===== src/rtl/poly_gcd_mod_prime_defines.svh =====
// Assertion macros for the polynomial gcd block.
`ifndef POLY_GCD_MOD_PRIME_DEFINES_SVH
`define POLY_GCD_MOD_PRIME_DEFINES_SVH

`ifndef SYNTHESIS

// Property holds at every edge out of reset.
`define PGCD_ASSERT(lbl, clk, rstn, prop) \
	lbl: assert property (@(posedge clk) disable iff (!rstn) (prop)) \
		else $error("pgcd assertion failed");

// Condition in one cycle forces a result in the next.
`define PGCD_ASSERT_NEXT(lbl, clk, rstn, cond, res) \
	lbl: assert property (@(posedge clk) disable iff (!rstn) (cond) |=> (res)) \
		else $error("pgcd assertion failed");

// Condition must never be seen.
`define PGCD_ASSERT_NEVER(lbl, clk, rstn, cond) \
	lbl: assert property (@(posedge clk) disable iff (!rstn) !(cond)) \
		else $error("pgcd assertion failed");

`else

`define PGCD_ASSERT(lbl, clk, rstn, prop)
`define PGCD_ASSERT_NEXT(lbl, clk, rstn, cond, res)
`define PGCD_ASSERT_NEVER(lbl, clk, rstn, cond)

`endif

`endif


===== src/rtl/pgcd_pkg.sv =====
package pgcd_pkg;

	localparam int MAX_DEGREE = 31;
	localparam int COEF_BITS  = 16;
	localparam int CAP        = MAX_DEGREE + 1;
	localparam int CNT_W      = $clog2(CAP + 1);
	localparam int ADDR_W     = $clog2(CAP);
	localparam int MM_CNT_W   = $clog2(COEF_BITS + 1);
	localparam int MOD_BITS   = 16;
	localparam logic [MOD_BITS-1:0] MOD_RESET = 16'd65521;
	localparam int QDEPTH     = 4;
	localparam int QPTR_W     = $clog2(QDEPTH);

	// Item classes seen by the back end
	localparam logic [1:0] KIND_FIRST  = 2'd0;
	localparam logic [1:0] KIND_SECOND = 2'd1;
	localparam logic [1:0] KIND_RUN    = 2'd2;

	typedef struct packed {
		logic                 mode;
		logic [COEF_BITS-1:0] coefficient;
		logic                 last;
	} in_word_t;

	typedef struct packed {
		logic [COEF_BITS-1:0] gcd_coefficient;
		logic                 last_coefficient;
		logic                 zero_result;
		logic                 overflow;
	} out_word_t;

	typedef struct packed {
		logic [1:0]           kind;
		logic                 last;
		logic [COEF_BITS-1:0] coefficient;
	} item_t;

	typedef struct packed {
		logic                 start;
		logic [COEF_BITS-1:0] x;
		logic [COEF_BITS-1:0] y;
	} mm_req_t;

	typedef struct packed {
		logic                 done;
		logic [COEF_BITS-1:0] res;
	} mm_rsp_t;

endpackage


===== src/rtl/poly_gcd_mod_prime.sv =====
// Greatest common divisor of two polynomials over GF(p).
// Input channel (item_valid / item_stall / item): one coefficient per word,
// lowest degree first; mode 0 loads the first operand, mode 1 the second.
// The last word of the second operand starts the computation.
// Output channel (result_valid / result_stall / result): the monic gcd,
// lowest degree first, last_coefficient on the top word; a zero gcd comes
// out as one word with zero_result set.
// Config channel (cfg_valid / cfg_ready / cfg_data): the modulus, written
// while the block is idle; cfg_ready is always high.
// Throughput: a four-word queue takes input words one per cycle while not
// full; the back end reduces each coefficient with the 16-step shift-and-add
// modular multiplier before it takes the next word. The gcd itself is built
// of the same multiplies: those of the inverse of each divisor's lead term,
// one per multiply-subtract of each remainder step, and one per output word.
// Reset clears counts, flags and the queue and sets the modulus to 65521;
// the coefficient stores are not cleared. A stalled result holds its word
// and the back end waits, while the queue still takes input until full.
`include "poly_gcd_mod_prime_defines.svh"

module poly_gcd_mod_prime (
	input  logic                          clk,
	input  logic                          arst_n,
	input  logic                          item_valid,
	output logic                          item_stall,
	input  pgcd_pkg::in_word_t            item,
	output logic                          result_valid,
	input  logic                          result_stall,
	output pgcd_pkg::out_word_t           result,
	input  logic                          cfg_valid,
	output logic                          cfg_ready,
	input  logic [pgcd_pkg::MOD_BITS-1:0] cfg_data
);

	logic [pgcd_pkg::MOD_BITS-1:0] modulus_q;
	logic                          q_valid, q_pop;
	pgcd_pkg::item_t               q_word;
	logic                          zero_ok;

	assign cfg_ready = 1'b1;

	// Hold the modulus register
	always_ff @(posedge clk or negedge arst_n) begin
		if (!arst_n) begin
			modulus_q <= pgcd_pkg::MOD_RESET;
		end else if (cfg_valid && cfg_ready) begin
			modulus_q <= cfg_data;
		end
	end

	pgcd_front u_front (
		.clk(clk), .arst_n(arst_n),
		.item_valid(item_valid), .item_stall(item_stall), .item(item),
		.q_valid(q_valid), .q_word(q_word), .q_pop(q_pop)
	);

	pgcd_back u_back (
		.clk(clk), .arst_n(arst_n), .modulus(modulus_q),
		.q_valid(q_valid), .q_word(q_word), .q_pop(q_pop),
		.result_valid(result_valid), .result_stall(result_stall), .result(result)
	);

	// A zero gcd word is a single last word of value zero
	assign zero_ok = !(result_valid && result.zero_result) ||
		(result.last_coefficient && (result.gcd_coefficient == '0));

	`PGCD_ASSERT_NEVER(a_pop_empty, clk, arst_n, q_pop && !q_valid)
	`PGCD_ASSERT_NEXT(a_push_seen, clk, arst_n, item_valid && !item_stall, q_valid)
	`PGCD_ASSERT(a_zero_last, clk, arst_n, zero_ok)

endmodule


===== src/rtl/pgcd_ram.sv =====
module pgcd_ram #(
	parameter int WIDTH = 16,
	parameter int DEPTH = 32
) (
	input  logic                     clk,
	input  logic                     we,
	input  logic [$clog2(DEPTH)-1:0] waddr,
	input  logic [WIDTH-1:0]         wdata,
	input  logic [$clog2(DEPTH)-1:0] raddr,
	output logic [WIDTH-1:0]         rdata
);

	logic [WIDTH-1:0] mem_q [DEPTH];

	// Write port and registered read port
	always_ff @(posedge clk) begin
		if (we) begin
			mem_q[waddr] <= wdata;
		end
		rdata <= mem_q[raddr];
	end

endmodule


===== src/rtl/pgcd_mulmod.sv =====
module pgcd_mulmod (
	input  logic                          clk,
	input  logic                          arst_n,
	input  pgcd_pkg::mm_req_t             req,
	input  logic [pgcd_pkg::MOD_BITS-1:0] modulus,
	output pgcd_pkg::mm_rsp_t             rsp
);

	logic [pgcd_pkg::COEF_BITS-1:0] r_q, x_q, y_q;
	logic [pgcd_pkg::MOD_BITS-1:0]  m_q;
	logic [pgcd_pkg::MM_CNT_W-1:0]  cnt_q;
	logic                           busy_q, done_q;
	logic [pgcd_pkg::COEF_BITS:0]   dbl, dbl_red, sum, sum_red;

	// One bit of x per cycle: r = 2r + bit*y, both reduced by one subtract
	always_comb begin
		dbl     = {r_q, 1'b0};
		dbl_red = (dbl >= {1'b0, m_q}) ? dbl - {1'b0, m_q} : dbl;
		sum     = dbl_red + (x_q[pgcd_pkg::COEF_BITS-1] ? {1'b0, y_q} : '0);
		sum_red = (sum >= {1'b0, m_q}) ? sum - {1'b0, m_q} : sum;
	end

	always_ff @(posedge clk or negedge arst_n) begin
		if (!arst_n) begin
			busy_q <= 1'b0;
			done_q <= 1'b0;
			cnt_q  <= '0;
		end else begin
			done_q <= 1'b0;
			if (req.start) begin
				busy_q <= 1'b1;
				cnt_q  <= pgcd_pkg::MM_CNT_W'(pgcd_pkg::COEF_BITS);
			end else if (busy_q) begin
				cnt_q <= cnt_q - 1'b1;
				if (cnt_q == pgcd_pkg::MM_CNT_W'(1)) begin
					busy_q <= 1'b0;
					done_q <= 1'b1;
				end
			end
		end
	end

	// Operand and accumulator registers
	always_ff @(posedge clk) begin
		if (req.start) begin
			r_q <= '0;
			x_q <= req.x;
			y_q <= req.y;
			m_q <= modulus;
		end else if (busy_q) begin
			r_q <= sum_red[pgcd_pkg::COEF_BITS-1:0];
			x_q <= {x_q[pgcd_pkg::COEF_BITS-2:0], 1'b0};
		end
	end

	assign rsp.done = done_q;
	assign rsp.res  = r_q;

endmodule


===== src/rtl/pgcd_front.sv =====
module pgcd_front (
	input  logic               clk,
	input  logic               arst_n,
	input  logic               item_valid,
	output logic               item_stall,
	input  pgcd_pkg::in_word_t item,
	output logic               q_valid,
	output pgcd_pkg::item_t    q_word,
	input  logic               q_pop
);

	pgcd_pkg::item_t                mem_q [pgcd_pkg::QDEPTH];
	logic [pgcd_pkg::QPTR_W-1:0]    wr_q, rd_q;
	logic [pgcd_pkg::QPTR_W:0]      cnt_q;
	logic                           push;
	pgcd_pkg::item_t                cls;

	// Classify the incoming word
	always_comb begin
		cls.last        = item.last;
		cls.coefficient = item.coefficient;
		if (!item.mode) begin
			cls.kind = pgcd_pkg::KIND_FIRST;
		end else if (item.last) begin
			cls.kind = pgcd_pkg::KIND_RUN;
		end else begin
			cls.kind = pgcd_pkg::KIND_SECOND;
		end
	end

	assign item_stall = (cnt_q == (pgcd_pkg::QPTR_W+1)'(pgcd_pkg::QDEPTH));
	assign push       = item_valid && !item_stall;
	assign q_valid    = (cnt_q != '0);
	assign q_word     = mem_q[rd_q];

	// Advance queue pointers
	always_ff @(posedge clk or negedge arst_n) begin
		if (!arst_n) begin
			wr_q  <= '0;
			rd_q  <= '0;
			cnt_q <= '0;
		end else begin
			if (push) begin
				wr_q <= wr_q + 1'b1;
			end
			if (q_pop) begin
				rd_q <= rd_q + 1'b1;
			end
			if (push && !q_pop) begin
				cnt_q <= cnt_q + 1'b1;
			end else if (!push && q_pop) begin
				cnt_q <= cnt_q - 1'b1;
			end
		end
	end

	always_ff @(posedge clk) begin
		if (push) begin
			mem_q[wr_q] <= cls;
		end
	end

endmodule


===== src/rtl/pgcd_back.sv =====
module pgcd_back (
	input  logic                          clk,
	input  logic                          arst_n,
	input  logic [pgcd_pkg::MOD_BITS-1:0] modulus,
	input  logic                          q_valid,
	input  pgcd_pkg::item_t               q_word,
	output logic                          q_pop,
	output logic                          result_valid,
	input  logic                          result_stall,
	output pgcd_pkg::out_word_t           result
);

	localparam logic [4:0] S_IDLE    = 5'd0;
	localparam logic [4:0] S_RED     = 5'd1;
	localparam logic [4:0] S_TR_RD   = 5'd2;
	localparam logic [4:0] S_TR_CHK  = 5'd3;
	localparam logic [4:0] S_OUTER   = 5'd4;
	localparam logic [4:0] S_INV_RD  = 5'd5;
	localparam logic [4:0] S_INV_LD  = 5'd6;
	localparam logic [4:0] S_POW_SQ  = 5'd7;
	localparam logic [4:0] S_POW_MUL = 5'd8;
	localparam logic [4:0] S_Q_RD    = 5'd9;
	localparam logic [4:0] S_Q_LD    = 5'd10;
	localparam logic [4:0] S_Q_MUL   = 5'd11;
	localparam logic [4:0] S_I_RD    = 5'd12;
	localparam logic [4:0] S_I_LD    = 5'd13;
	localparam logic [4:0] S_I_MUL   = 5'd14;
	localparam logic [4:0] S_Z_WR    = 5'd15;
	localparam logic [4:0] S_FIN     = 5'd16;
	localparam logic [4:0] S_ZOUT    = 5'd17;
	localparam logic [4:0] S_E_RD    = 5'd18;
	localparam logic [4:0] S_E_LD    = 5'd19;
	localparam logic [4:0] S_E_MUL   = 5'd20;
	localparam logic [4:0] S_E_OUT   = 5'd21;

	localparam int CW = pgcd_pkg::COEF_BITS;
	localparam int NW = pgcd_pkg::CNT_W;
	localparam int AW = pgcd_pkg::ADDR_W;
	localparam logic [NW-1:0] CAP_N = NW'(pgcd_pkg::CAP);

	logic [4:0]    state_q;
	logic [NW-1:0] fcnt_q, scnt_q, la_q, lb_q, i_q;
	logic [AW-1:0] k_q;
	logic          phase_q, ovf_q, ovf_out_q, ptr_q;
	logic          init_q, trim_b_q, inv_fin_q;
	pgcd_pkg::item_t word_q;
	logic [CW-1:0] q_q, linv_q, cur_a_q, pw_r_q, pw_v_q;
	logic [pgcd_pkg::MOD_BITS-1:0] pw_e_q;
	logic [pgcd_pkg::MM_CNT_W-1:0] pw_cnt_q;
	pgcd_pkg::mm_req_t mm_req_q;
	pgcd_pkg::mm_rsp_t mm_rsp;
	pgcd_pkg::out_word_t res_q;
	logic          res_valid_q;

	logic [pgcd_pkg::MOD_BITS-1:0] m_eff;
	logic [NW-1:0] f_base, f_next, s_next, tr_len;
	logic          f_room, s_room, tr_zero, tr_end, slot_free, pw_last;
	logic          a_we, b_we;
	logic [AW-1:0] a_waddr, b_waddr, a_raddr, b_raddr;
	logic [CW-1:0] a_wdata, a_rdata, b_rdata, sub_val;
	logic [CW:0]   sub_wide;
	logic          r0_we, r1_we;
	logic [AW-1:0] r0_waddr, r1_waddr, r0_raddr, r1_raddr;
	logic [CW-1:0] r0_wdata, r1_wdata, r0_rdata, r1_rdata;

	// Clamp the modulus to at least two
	assign m_eff = (modulus < 16'd2) ? 16'd2 : modulus;

	assign q_pop     = (state_q == S_IDLE) && q_valid;
	assign slot_free = !res_valid_q || !result_stall;
	assign pw_last   = (pw_cnt_q == pgcd_pkg::MM_CNT_W'(1));

	// Load counters
	assign f_base = phase_q ? '0 : fcnt_q;
	assign f_room = (f_base < CAP_N);
	assign f_next = f_room ? f_base + 1'b1 : f_base;
	assign s_room = (scnt_q < CAP_N);
	assign s_next = s_room ? scnt_q + 1'b1 : scnt_q;

	// Trim control
	assign tr_len  = trim_b_q ? lb_q : la_q;
	assign tr_zero = trim_b_q ? (b_rdata == '0) : (a_rdata == '0);
	assign tr_end  = ((state_q == S_TR_RD) && (tr_len == '0)) ||
		((state_q == S_TR_CHK) && !tr_zero);

	// a[k] - q*d[i] mod m
	always_comb begin
		if (cur_a_q >= mm_rsp.res) begin
			sub_wide = {1'b0, cur_a_q} - {1'b0, mm_rsp.res};
		end else begin
			sub_wide = ({1'b0, cur_a_q} + {1'b0, m_eff}) - {1'b0, mm_rsp.res};
		end
		sub_val = sub_wide[CW-1:0];
	end

	// Store ports, seen as A (dividend) and B (divisor) sides
	always_comb begin
		a_we    = 1'b0;
		b_we    = 1'b0;
		a_waddr = f_base[AW-1:0];
		b_waddr = scnt_q[AW-1:0];
		a_wdata = mm_rsp.res;
		a_raddr = AW'(la_q - 1'b1);
		b_raddr = AW'(lb_q - 1'b1);
		if (state_q == S_RED && mm_rsp.done) begin
			a_we = (word_q.kind == pgcd_pkg::KIND_FIRST) && f_room;
			b_we = (word_q.kind != pgcd_pkg::KIND_FIRST) && s_room;
		end
		if (state_q == S_I_MUL && mm_rsp.done) begin
			a_we    = 1'b1;
			a_waddr = k_q;
			a_wdata = sub_val;
		end
		if (state_q == S_Z_WR) begin
			a_we    = 1'b1;
			a_waddr = AW'(la_q - 1'b1);
			a_wdata = '0;
		end
		if (state_q == S_I_RD) begin
			a_raddr = k_q;
			b_raddr = i_q[AW-1:0];
		end
		if (state_q == S_E_RD) begin
			a_raddr = i_q[AW-1:0];
		end
	end

	// Map sides onto the two stores by the swap pointer
	always_comb begin
		r0_we    = ptr_q ? b_we : a_we;
		r1_we    = ptr_q ? a_we : b_we;
		r0_waddr = ptr_q ? b_waddr : a_waddr;
		r1_waddr = ptr_q ? a_waddr : b_waddr;
		r0_wdata = ptr_q ? mm_rsp.res : a_wdata;
		r1_wdata = ptr_q ? a_wdata : mm_rsp.res;
		r0_raddr = ptr_q ? b_raddr : a_raddr;
		r1_raddr = ptr_q ? a_raddr : b_raddr;
		a_rdata  = ptr_q ? r1_rdata : r0_rdata;
		b_rdata  = ptr_q ? r0_rdata : r1_rdata;
	end

	pgcd_ram #(.WIDTH(CW), .DEPTH(pgcd_pkg::CAP)) u_ram0 (
		.clk(clk), .we(r0_we), .waddr(r0_waddr), .wdata(r0_wdata),
		.raddr(r0_raddr), .rdata(r0_rdata)
	);

	pgcd_ram #(.WIDTH(CW), .DEPTH(pgcd_pkg::CAP)) u_ram1 (
		.clk(clk), .we(r1_we), .waddr(r1_waddr), .wdata(r1_wdata),
		.raddr(r1_raddr), .rdata(r1_rdata)
	);

	pgcd_mulmod u_mulmod (
		.clk(clk), .arst_n(arst_n), .req(mm_req_q), .modulus(m_eff), .rsp(mm_rsp)
	);

	// Sequencer
	always_ff @(posedge clk or negedge arst_n) begin
		if (!arst_n) begin
			state_q     <= S_IDLE;
			fcnt_q      <= '0;
			scnt_q      <= '0;
			la_q        <= '0;
			lb_q        <= '0;
			i_q         <= '0;
			k_q         <= '0;
			phase_q     <= 1'b0;
			ovf_q       <= 1'b0;
			ovf_out_q   <= 1'b0;
			ptr_q       <= 1'b0;
			init_q      <= 1'b0;
			trim_b_q    <= 1'b0;
			inv_fin_q   <= 1'b0;
			pw_cnt_q    <= '0;
			word_q      <= '0;
			q_q         <= '0;
			linv_q      <= '0;
			cur_a_q     <= '0;
			pw_r_q      <= '0;
			pw_v_q      <= '0;
			pw_e_q      <= '0;
			mm_req_q    <= '0;
			res_q       <= '0;
			res_valid_q <= 1'b0;
		end else begin
			// Drop the one-cycle multiplier start
			if (mm_req_q.start) begin
				mm_req_q.start <= 1'b0;
			end
			// Drop a taken word unless a new one replaces it
			if (res_valid_q && !result_stall && state_q != S_ZOUT && state_q != S_E_OUT) begin
				res_valid_q <= 1'b0;
			end
			unique case (state_q)
				S_IDLE: begin
					if (q_valid) begin
						word_q         <= q_word;
						mm_req_q.start <= 1'b1;
						mm_req_q.x     <= q_word.coefficient;
						mm_req_q.y     <= CW'(1);
						state_q        <= S_RED;
					end
				end
				S_RED: begin
					if (mm_rsp.done) begin
						if (word_q.kind == pgcd_pkg::KIND_FIRST) begin
							fcnt_q  <= f_next;
							ovf_q   <= ovf_q | !f_room;
							phase_q <= word_q.last;
							state_q <= S_IDLE;
						end else begin
							scnt_q <= s_next;
							ovf_q  <= ovf_q | !s_room;
							if (word_q.kind == pgcd_pkg::KIND_RUN) begin
								la_q     <= fcnt_q;
								lb_q     <= s_next;
								init_q   <= 1'b1;
								trim_b_q <= 1'b0;
								state_q  <= S_TR_RD;
							end else begin
								state_q <= S_IDLE;
							end
						end
					end
				end
				S_TR_RD, S_TR_CHK: begin
					if (tr_end) begin
						if (init_q && !trim_b_q) begin
							trim_b_q <= 1'b1;
							state_q  <= S_TR_RD;
						end else if (init_q) begin
							init_q  <= 1'b0;
							state_q <= S_OUTER;
						end else begin
							state_q <= S_Q_RD;
						end
					end else if (state_q == S_TR_RD) begin
						state_q <= S_TR_CHK;
					end else begin
						if (trim_b_q) begin
							lb_q <= lb_q - 1'b1;
						end else begin
							la_q <= la_q - 1'b1;
						end
						state_q <= S_TR_RD;
					end
				end
				S_OUTER: begin
					if (lb_q == '0) begin
						state_q <= S_FIN;
					end else begin
						inv_fin_q <= 1'b0;
						state_q   <= S_INV_RD;
					end
				end
				S_INV_RD: begin
					state_q <= S_INV_LD;
				end
				S_INV_LD: begin
					pw_v_q         <= inv_fin_q ? a_rdata : b_rdata;
					pw_r_q         <= CW'(1);
					pw_e_q         <= m_eff - 16'd2;
					pw_cnt_q       <= pgcd_pkg::MM_CNT_W'(pgcd_pkg::MOD_BITS);
					mm_req_q.start <= 1'b1;
					mm_req_q.x     <= CW'(1);
					mm_req_q.y     <= CW'(1);
					state_q        <= S_POW_SQ;
				end
				S_POW_SQ, S_POW_MUL: begin
					if (mm_rsp.done) begin
						pw_r_q <= mm_rsp.res;
						if (state_q == S_POW_SQ && pw_e_q[pgcd_pkg::MOD_BITS-1]) begin
							mm_req_q.start <= 1'b1;
							mm_req_q.x     <= mm_rsp.res;
							mm_req_q.y     <= pw_v_q;
							state_q        <= S_POW_MUL;
						end else begin
							pw_e_q   <= {pw_e_q[pgcd_pkg::MOD_BITS-2:0], 1'b0};
							pw_cnt_q <= pw_cnt_q - 1'b1;
							if (pw_last) begin
								linv_q  <= mm_rsp.res;
								i_q     <= '0;
								state_q <= inv_fin_q ? S_E_RD : S_Q_RD;
							end else begin
								mm_req_q.start <= 1'b1;
								mm_req_q.x     <= mm_rsp.res;
								mm_req_q.y     <= mm_rsp.res;
								state_q        <= S_POW_SQ;
							end
						end
					end
				end
				S_Q_RD: begin
					if (la_q == '0 || la_q < lb_q) begin
						ptr_q   <= !ptr_q;
						la_q    <= lb_q;
						lb_q    <= la_q;
						state_q <= S_OUTER;
					end else begin
						state_q <= S_Q_LD;
					end
				end
				S_Q_LD: begin
					mm_req_q.start <= 1'b1;
					mm_req_q.x     <= a_rdata;
					mm_req_q.y     <= linv_q;
					state_q        <= S_Q_MUL;
				end
				S_Q_MUL: begin
					if (mm_rsp.done) begin
						q_q     <= mm_rsp.res;
						i_q     <= '0;
						k_q     <= AW'(la_q - lb_q);
						state_q <= S_I_RD;
					end
				end
				S_I_RD: begin
					state_q <= S_I_LD;
				end
				S_I_LD: begin
					cur_a_q        <= a_rdata;
					mm_req_q.start <= 1'b1;
					mm_req_q.x     <= q_q;
					mm_req_q.y     <= b_rdata;
					state_q        <= S_I_MUL;
				end
				S_I_MUL: begin
					if (mm_rsp.done) begin
						i_q <= i_q + 1'b1;
						k_q <= k_q + 1'b1;
						state_q <= (NW'(i_q + 1'b1) == lb_q) ? S_Z_WR : S_I_RD;
					end
				end
				S_Z_WR: begin
					la_q     <= la_q - 1'b1;
					trim_b_q <= 1'b0;
					state_q  <= S_TR_RD;
				end
				S_FIN: begin
					ovf_out_q <= ovf_q;
					fcnt_q    <= '0;
					scnt_q    <= '0;
					ovf_q     <= 1'b0;
					phase_q   <= 1'b0;
					if (la_q == '0) begin
						state_q <= S_ZOUT;
					end else begin
						inv_fin_q <= 1'b1;
						state_q   <= S_INV_RD;
					end
				end
				S_ZOUT: begin
					if (slot_free) begin
						res_valid_q            <= 1'b1;
						res_q.gcd_coefficient  <= '0;
						res_q.last_coefficient <= 1'b1;
						res_q.zero_result      <= 1'b1;
						res_q.overflow         <= ovf_out_q;
						state_q                <= S_IDLE;
					end
				end
				S_E_RD: begin
					state_q <= S_E_LD;
				end
				S_E_LD: begin
					mm_req_q.start <= 1'b1;
					mm_req_q.x     <= a_rdata;
					mm_req_q.y     <= linv_q;
					state_q        <= S_E_MUL;
				end
				S_E_MUL: begin
					if (mm_rsp.done) begin
						state_q <= S_E_OUT;
					end
				end
				S_E_OUT: begin
					if (slot_free) begin
						res_valid_q            <= 1'b1;
						res_q.gcd_coefficient  <= mm_rsp.res;
						res_q.last_coefficient <= (NW'(i_q + 1'b1) == la_q);
						res_q.zero_result      <= 1'b0;
						res_q.overflow         <= ovf_out_q;
						i_q                    <= i_q + 1'b1;
						state_q <= (NW'(i_q + 1'b1) == la_q) ? S_IDLE : S_E_RD;
					end
				end
				default: begin
					state_q <= S_IDLE;
				end
			endcase
		end
	end

	assign result_valid = res_valid_q;
	assign result       = res_q;

endmodule


===== config.mk =====
export PLATFORM = sky130hd
export DESIGN_NAME = poly_gcd_mod_prime
export DESIGN_NICKNAME = d
export VERILOG_FILES = /design/src/rtl/pgcd_pkg.sv /design/src/rtl/poly_gcd_mod_prime.sv /design/src/rtl/pgcd_ram.sv /design/src/rtl/pgcd_mulmod.sv /design/src/rtl/pgcd_front.sv /design/src/rtl/pgcd_back.sv
export VERILOG_INCLUDE_DIRS = /design/src /design/src/rtl
export SDC_FILE = /design/constraint.sdc
export NUM_CORES = 2
export LEC_CHECK = 0
export BUFFER_PORTS_ARGS = -buffer_cell sky130_fd_sc_hd__buf_2
export CAP_MARGIN = 10
export CORE_MARGIN = 4
export CORE_UTILIZATION = 39
export CTS_BUF_LIST = sky130_fd_sc_hd__clkbuf_8
export CTS_CLUSTER_DIAMETER = 150
export CTS_CLUSTER_SIZE = 25
export DETAILED_ROUTE_END_ITERATION = 8
export GPL_TIMING_DRIVEN = 0
export PLACE_DENSITY_LB_ADDON = 0.15
export SLEW_MARGIN = 20
export SYNTH_ARGS = -nofsm -noshare
export SYNTH_HDL_FRONTEND = slang
export SYNTH_SLANG_ARGS = --single-unit

===== constraint.sdc =====
create_clock -name clk -period 11.05 [get_ports clk]
set_input_delay 2.21 -clock clk [delete_from_list [all_inputs] [get_ports clk]]
set_output_delay 2.21 -clock clk [all_outputs]
set_load 0.005 [all_outputs]

==> metrics <==
run status=complete, no violations; Resize count post-CTS=0; RSZ-0062 raised after global routing=false; Hold Crit Class=register to register; syn nets=4856; cts bufs inserted=66; Die Ht=410.5 um; Nets=5111; Area contributors post-synth=edfxtp_1 (55%), dfrtp_1 (8.1%), mux4_2 (4.7%); Area growth syn-to-layout=10.17%; Pins Over Slew Limit=0; row cnt=147; Max Cap Violations=0; I/O Pins=between 60 and 70; Hold EP=u_back.u_mulmod.y_q[14]$_DFFE_PP_; ys async rst share=between 15 and 20%; vias per cell=5.670; Final Cell Area=just under 0.07 mm^2; TritonRoute pass-1 iters=7; Synth Cell Area=around 0.063 mm^2; Die Width=around 410 um; hpwl dp=142000 um; yosys warns=0; CP Max Fanout=10; area leader, netlist=edfxtp_1; total wire length=roughly 190000 um; FMAX=around 130 MHz; Reg2Reg Depth=21; Synth cell types=around 100; FF-to-FF setup slack=approximately 3.4 ns; FF-to-FF End=u_back.u_mulmod.r_q[0]$_SDFFE_PP0P_; Synth top area share=54.56%; TritonCTS Sinks=roughly 1400; Post-synth EDFFs=1148; Max transition margin=between 10% and 20%; M1 WL=~87000 um; crit path DAT=8.37 ns; Post-DRT Antenna Nets=0; DRT iter0 DRCs=around 4400; cts-stage hold buffer count=0; Worst Setup Start Kind=register; WHS Path Cells=0; final setup vio count=0; worst-skew pair later-pin latency=about 0.90 ns; vias=about 41000; Post CTS Setup Buffer Count=0; Worst Path Required=between 10 and 15 ns; Residual DRC=0; skew final=roughly 0.087 ns; wire per inst=27.04 um; initial antenna violation count=4; share of layout cells above drive strength 1=around 15%; area of the die=0.1685 mm^2; CTS Buffer Depth=3; Clk pin slew, worst setup/hold paths=0.16 ns; kind of critical path=register to register; Worst Hold Launch=u_back.mm_req_q[14]$_DFFE_PN0P_; Period Utilization, post-route=between 60 and 70%; vias in the first global route=39502; highest metal used=met4; Port-buffer cells=just under 60; routed length on met2=roughly 88000 um; Starting Density=roughly two fifths; fin crit period=~7.6 ns; CTS tree=done; Seq/Total Area, Yosys=between 60% and 70%; Mapped Cells=4693; Yosys reg bits=between 1000 and 1500; average cell area after synthesis=roughly 13 um^2; H-tree depth=3; Total GRT Usage=a little under a quarter; grt ovf=0; first-pass GRT wire length=between 200000 and 300000 um; CTS root buffer=clkbuf_8; Slew @ Worst Pin=between 1 and 1.5 ns; Fin. Hold Viols=0; core area=about 0.16 mm^2; metal3 WL=12240 um; Placement Cell Area=0.06843 mm^2; largest net degree at the start of global routing=92; gpl congestion=roughly 0.90; top_reg_cell synth=edfxtp_1; CP Capture Type=register; RR Startpoint=u_back.u_mulmod.r_q[3]$_SDFFE_PP0P_
## per-layer routing
layer	track usage, %	up-vias
met4	6.414	0
met1	33.29	20779
li1	-	18176
met3	2.868	230
met2	35.26	1387
met5	0	-
## flip-flops by register name (all words and copies together), names as in the netlist, 19 cells and up
signal	count
u_front.mem_q	76
u_back.u_ram0.mem_q	512
u_back.u_ram1.mem_q	512
u_back.mm_req_q	33
u_back.result	19
## cells in the final DEF (no fill, tap or decap), types with 23 or more instances in the layout
| cell type | n |
|---|---|
| or3_1 | 23 |
| o21ai_0 | 188 |
| nand3_1 | 89 |
| nand2b_1 | 23 |
| mux2i_1 | 120 |
| dfxtp_1 | 48 |
| nor2_2 | 67 |
| nor3_1 | 50 |
| inv_1 | 179 |
| xor2_1 | 36 |
| a21oi_1 | 291 |
| a221oi_1 | 66 |
| nor2b_1 | 34 |
| mux2_2 | 106 |
| a21o_1 | 30 |
| xnor2_1 | 85 |
| o211ai_1 | 40 |
| mux4_2 | 132 |
| nor2_1 | 235 |
| edfxtp_1 | 1148 |
| and2_1 | 23 |
| a31oi_1 | 50 |
| clkbuf_1 | 141 |
| clkbuf_8 | 68 |
| o31ai_1 | 28 |
| and3_1 | 28 |
| ha_1 | 103 |
| nand2_1 | 639 |
| buf_4 | 28 |
| buf_2 | 139 |
| buf_6 | 73 |
| a32oi_1 | 29 |
| dfrtp_1 | 204 |
| buf_8 | 27 |
## cells in the mapped netlist, types with 48 or more instances
master	count
mux4_2	132
buf_2	63
mux2_2	106
edfxtp_1	1148
ha_1	103
nand2_1	639
o21ai_0	200
a21oi_1	291
mux2i_1	122
dfxtp_1	48
clkbuf_1	141
nand3_1	89
inv_1	142
nor3_1	52
nor2_1	299
a31oi_1	50
a221oi_1	66
dfrtp_1	205
xnor2_1	85
## worst max path at each step
| stage | end | slack [ns] | cells past startpoint | from |
|---|---|---|---|---|
| after global routing | u_back.u_mulmod.r_q[0]$_SDFFE_PP0P_ | 3.11 | 23 | u_back.u_mulmod.r_q[3]$_SDFFE_PP0P_ |
| after global placement | u_back.u_ram0.mem_q[1][5]$_DFFE_PP_ | -0.09 | 14 | modulus_q[7]$_DFFE_PN1P_ |
| final | u_back.u_mulmod.r_q[0]$_SDFFE_PP0P_ | 3.40 | 21 | u_back.u_mulmod.r_q[3]$_SDFFE_PP0P_ |
| after CTS | u_back.u_mulmod.r_q[0]$_SDFFE_PP0P_ | 3.18 | 21 | u_back.u_mulmod.r_q[3]$_SDFFE_PP0P_ |
| after floorplan | u_back.u_ram0.mem_q[0][8]$_DFFE_PP_ | 4.90 | 15 | modulus_q[7]$_DFFE_PN1P_ |
| after detailed placement | u_back.u_mulmod.r_q[0]$_SDFFE_PP0P_ | 3.21 | 21 | u_back.u_mulmod.r_q[3]$_SDFFE_PP0P_ |
## logic make-up (layout without fill, tap and decap cells)
kind of cell | Yosys count | in the layout | share of synthesized area, %
DFF | 1414 | 1414 | 64.74
and+or+nand+nor | 1300 | 1300 | 9.058
AOI/OAI and AO/OA | 959 | 959 | 10.08
buffers and inverters | 404 | 704 | 2.871
muxes | 369 | 369 | 8.816
adders and majority gates | 124 | 124 | 2.705
xor gates and xnor gates | 122 | 122 | 1.721
other | 1 | 4 | 0.005935
## worst max-delay path, stage by stage (launching register included)
cell,delay [ns]
dfxtp_1,1.02
ha_1,0.45
or2_2,0.32
a21oi_1,0.15
a311oi_1,0.10
o41ai_2,0.44
nand3_2,0.27
clkbuf_1,0.27
o21ai_0,0.35
ha_1,0.36
or3_1,0.39
a41oi_1,0.26
xnor2_1,0.24
ha_1,0.35
a211oi_1,0.32
o211ai_1,0.14
o311ai_1,0.36
a21oi_1,0.24
o21ai_1,0.68
buf_2,0.34
a21oi_1,0.09
a311oi_1,0.38
## metrics by stage
step                setup TNS (ns)  instances  hold slack, ns  utilization, %  setup WS [ns]
finish                           0       7156          0.4704           43.30          3.401
global route                     0       7154          0.4829           43.30          3.106
CTS                              0       7153          0.4732           43.29          3.183
detailed placement               0       7040          0.4330           42.57          3.211
global placement            -2.604       6911          0.4333           41.17       -0.08728
floorplan                        0       4693          0.4256               -          4.896
## cell type report
type / instances / area (um^2)
antenna: 3 / 7.507
buffer: 261 / 1277
clock buffer: 68 / 935.9
clock inverter: 45 / 221.5
fill: 14834 / 91140
inverter: 143 / 536.8
multi-input combinational: 2875 / 21060
sequential: 1414 / 40910
tap: 2160 / 2703
timing repair buffer: 187 / 1954
Power is left out: the tool's default activity adds up to more than one toggle a clock period on the data nets, which glitch-free logic cannot reach.
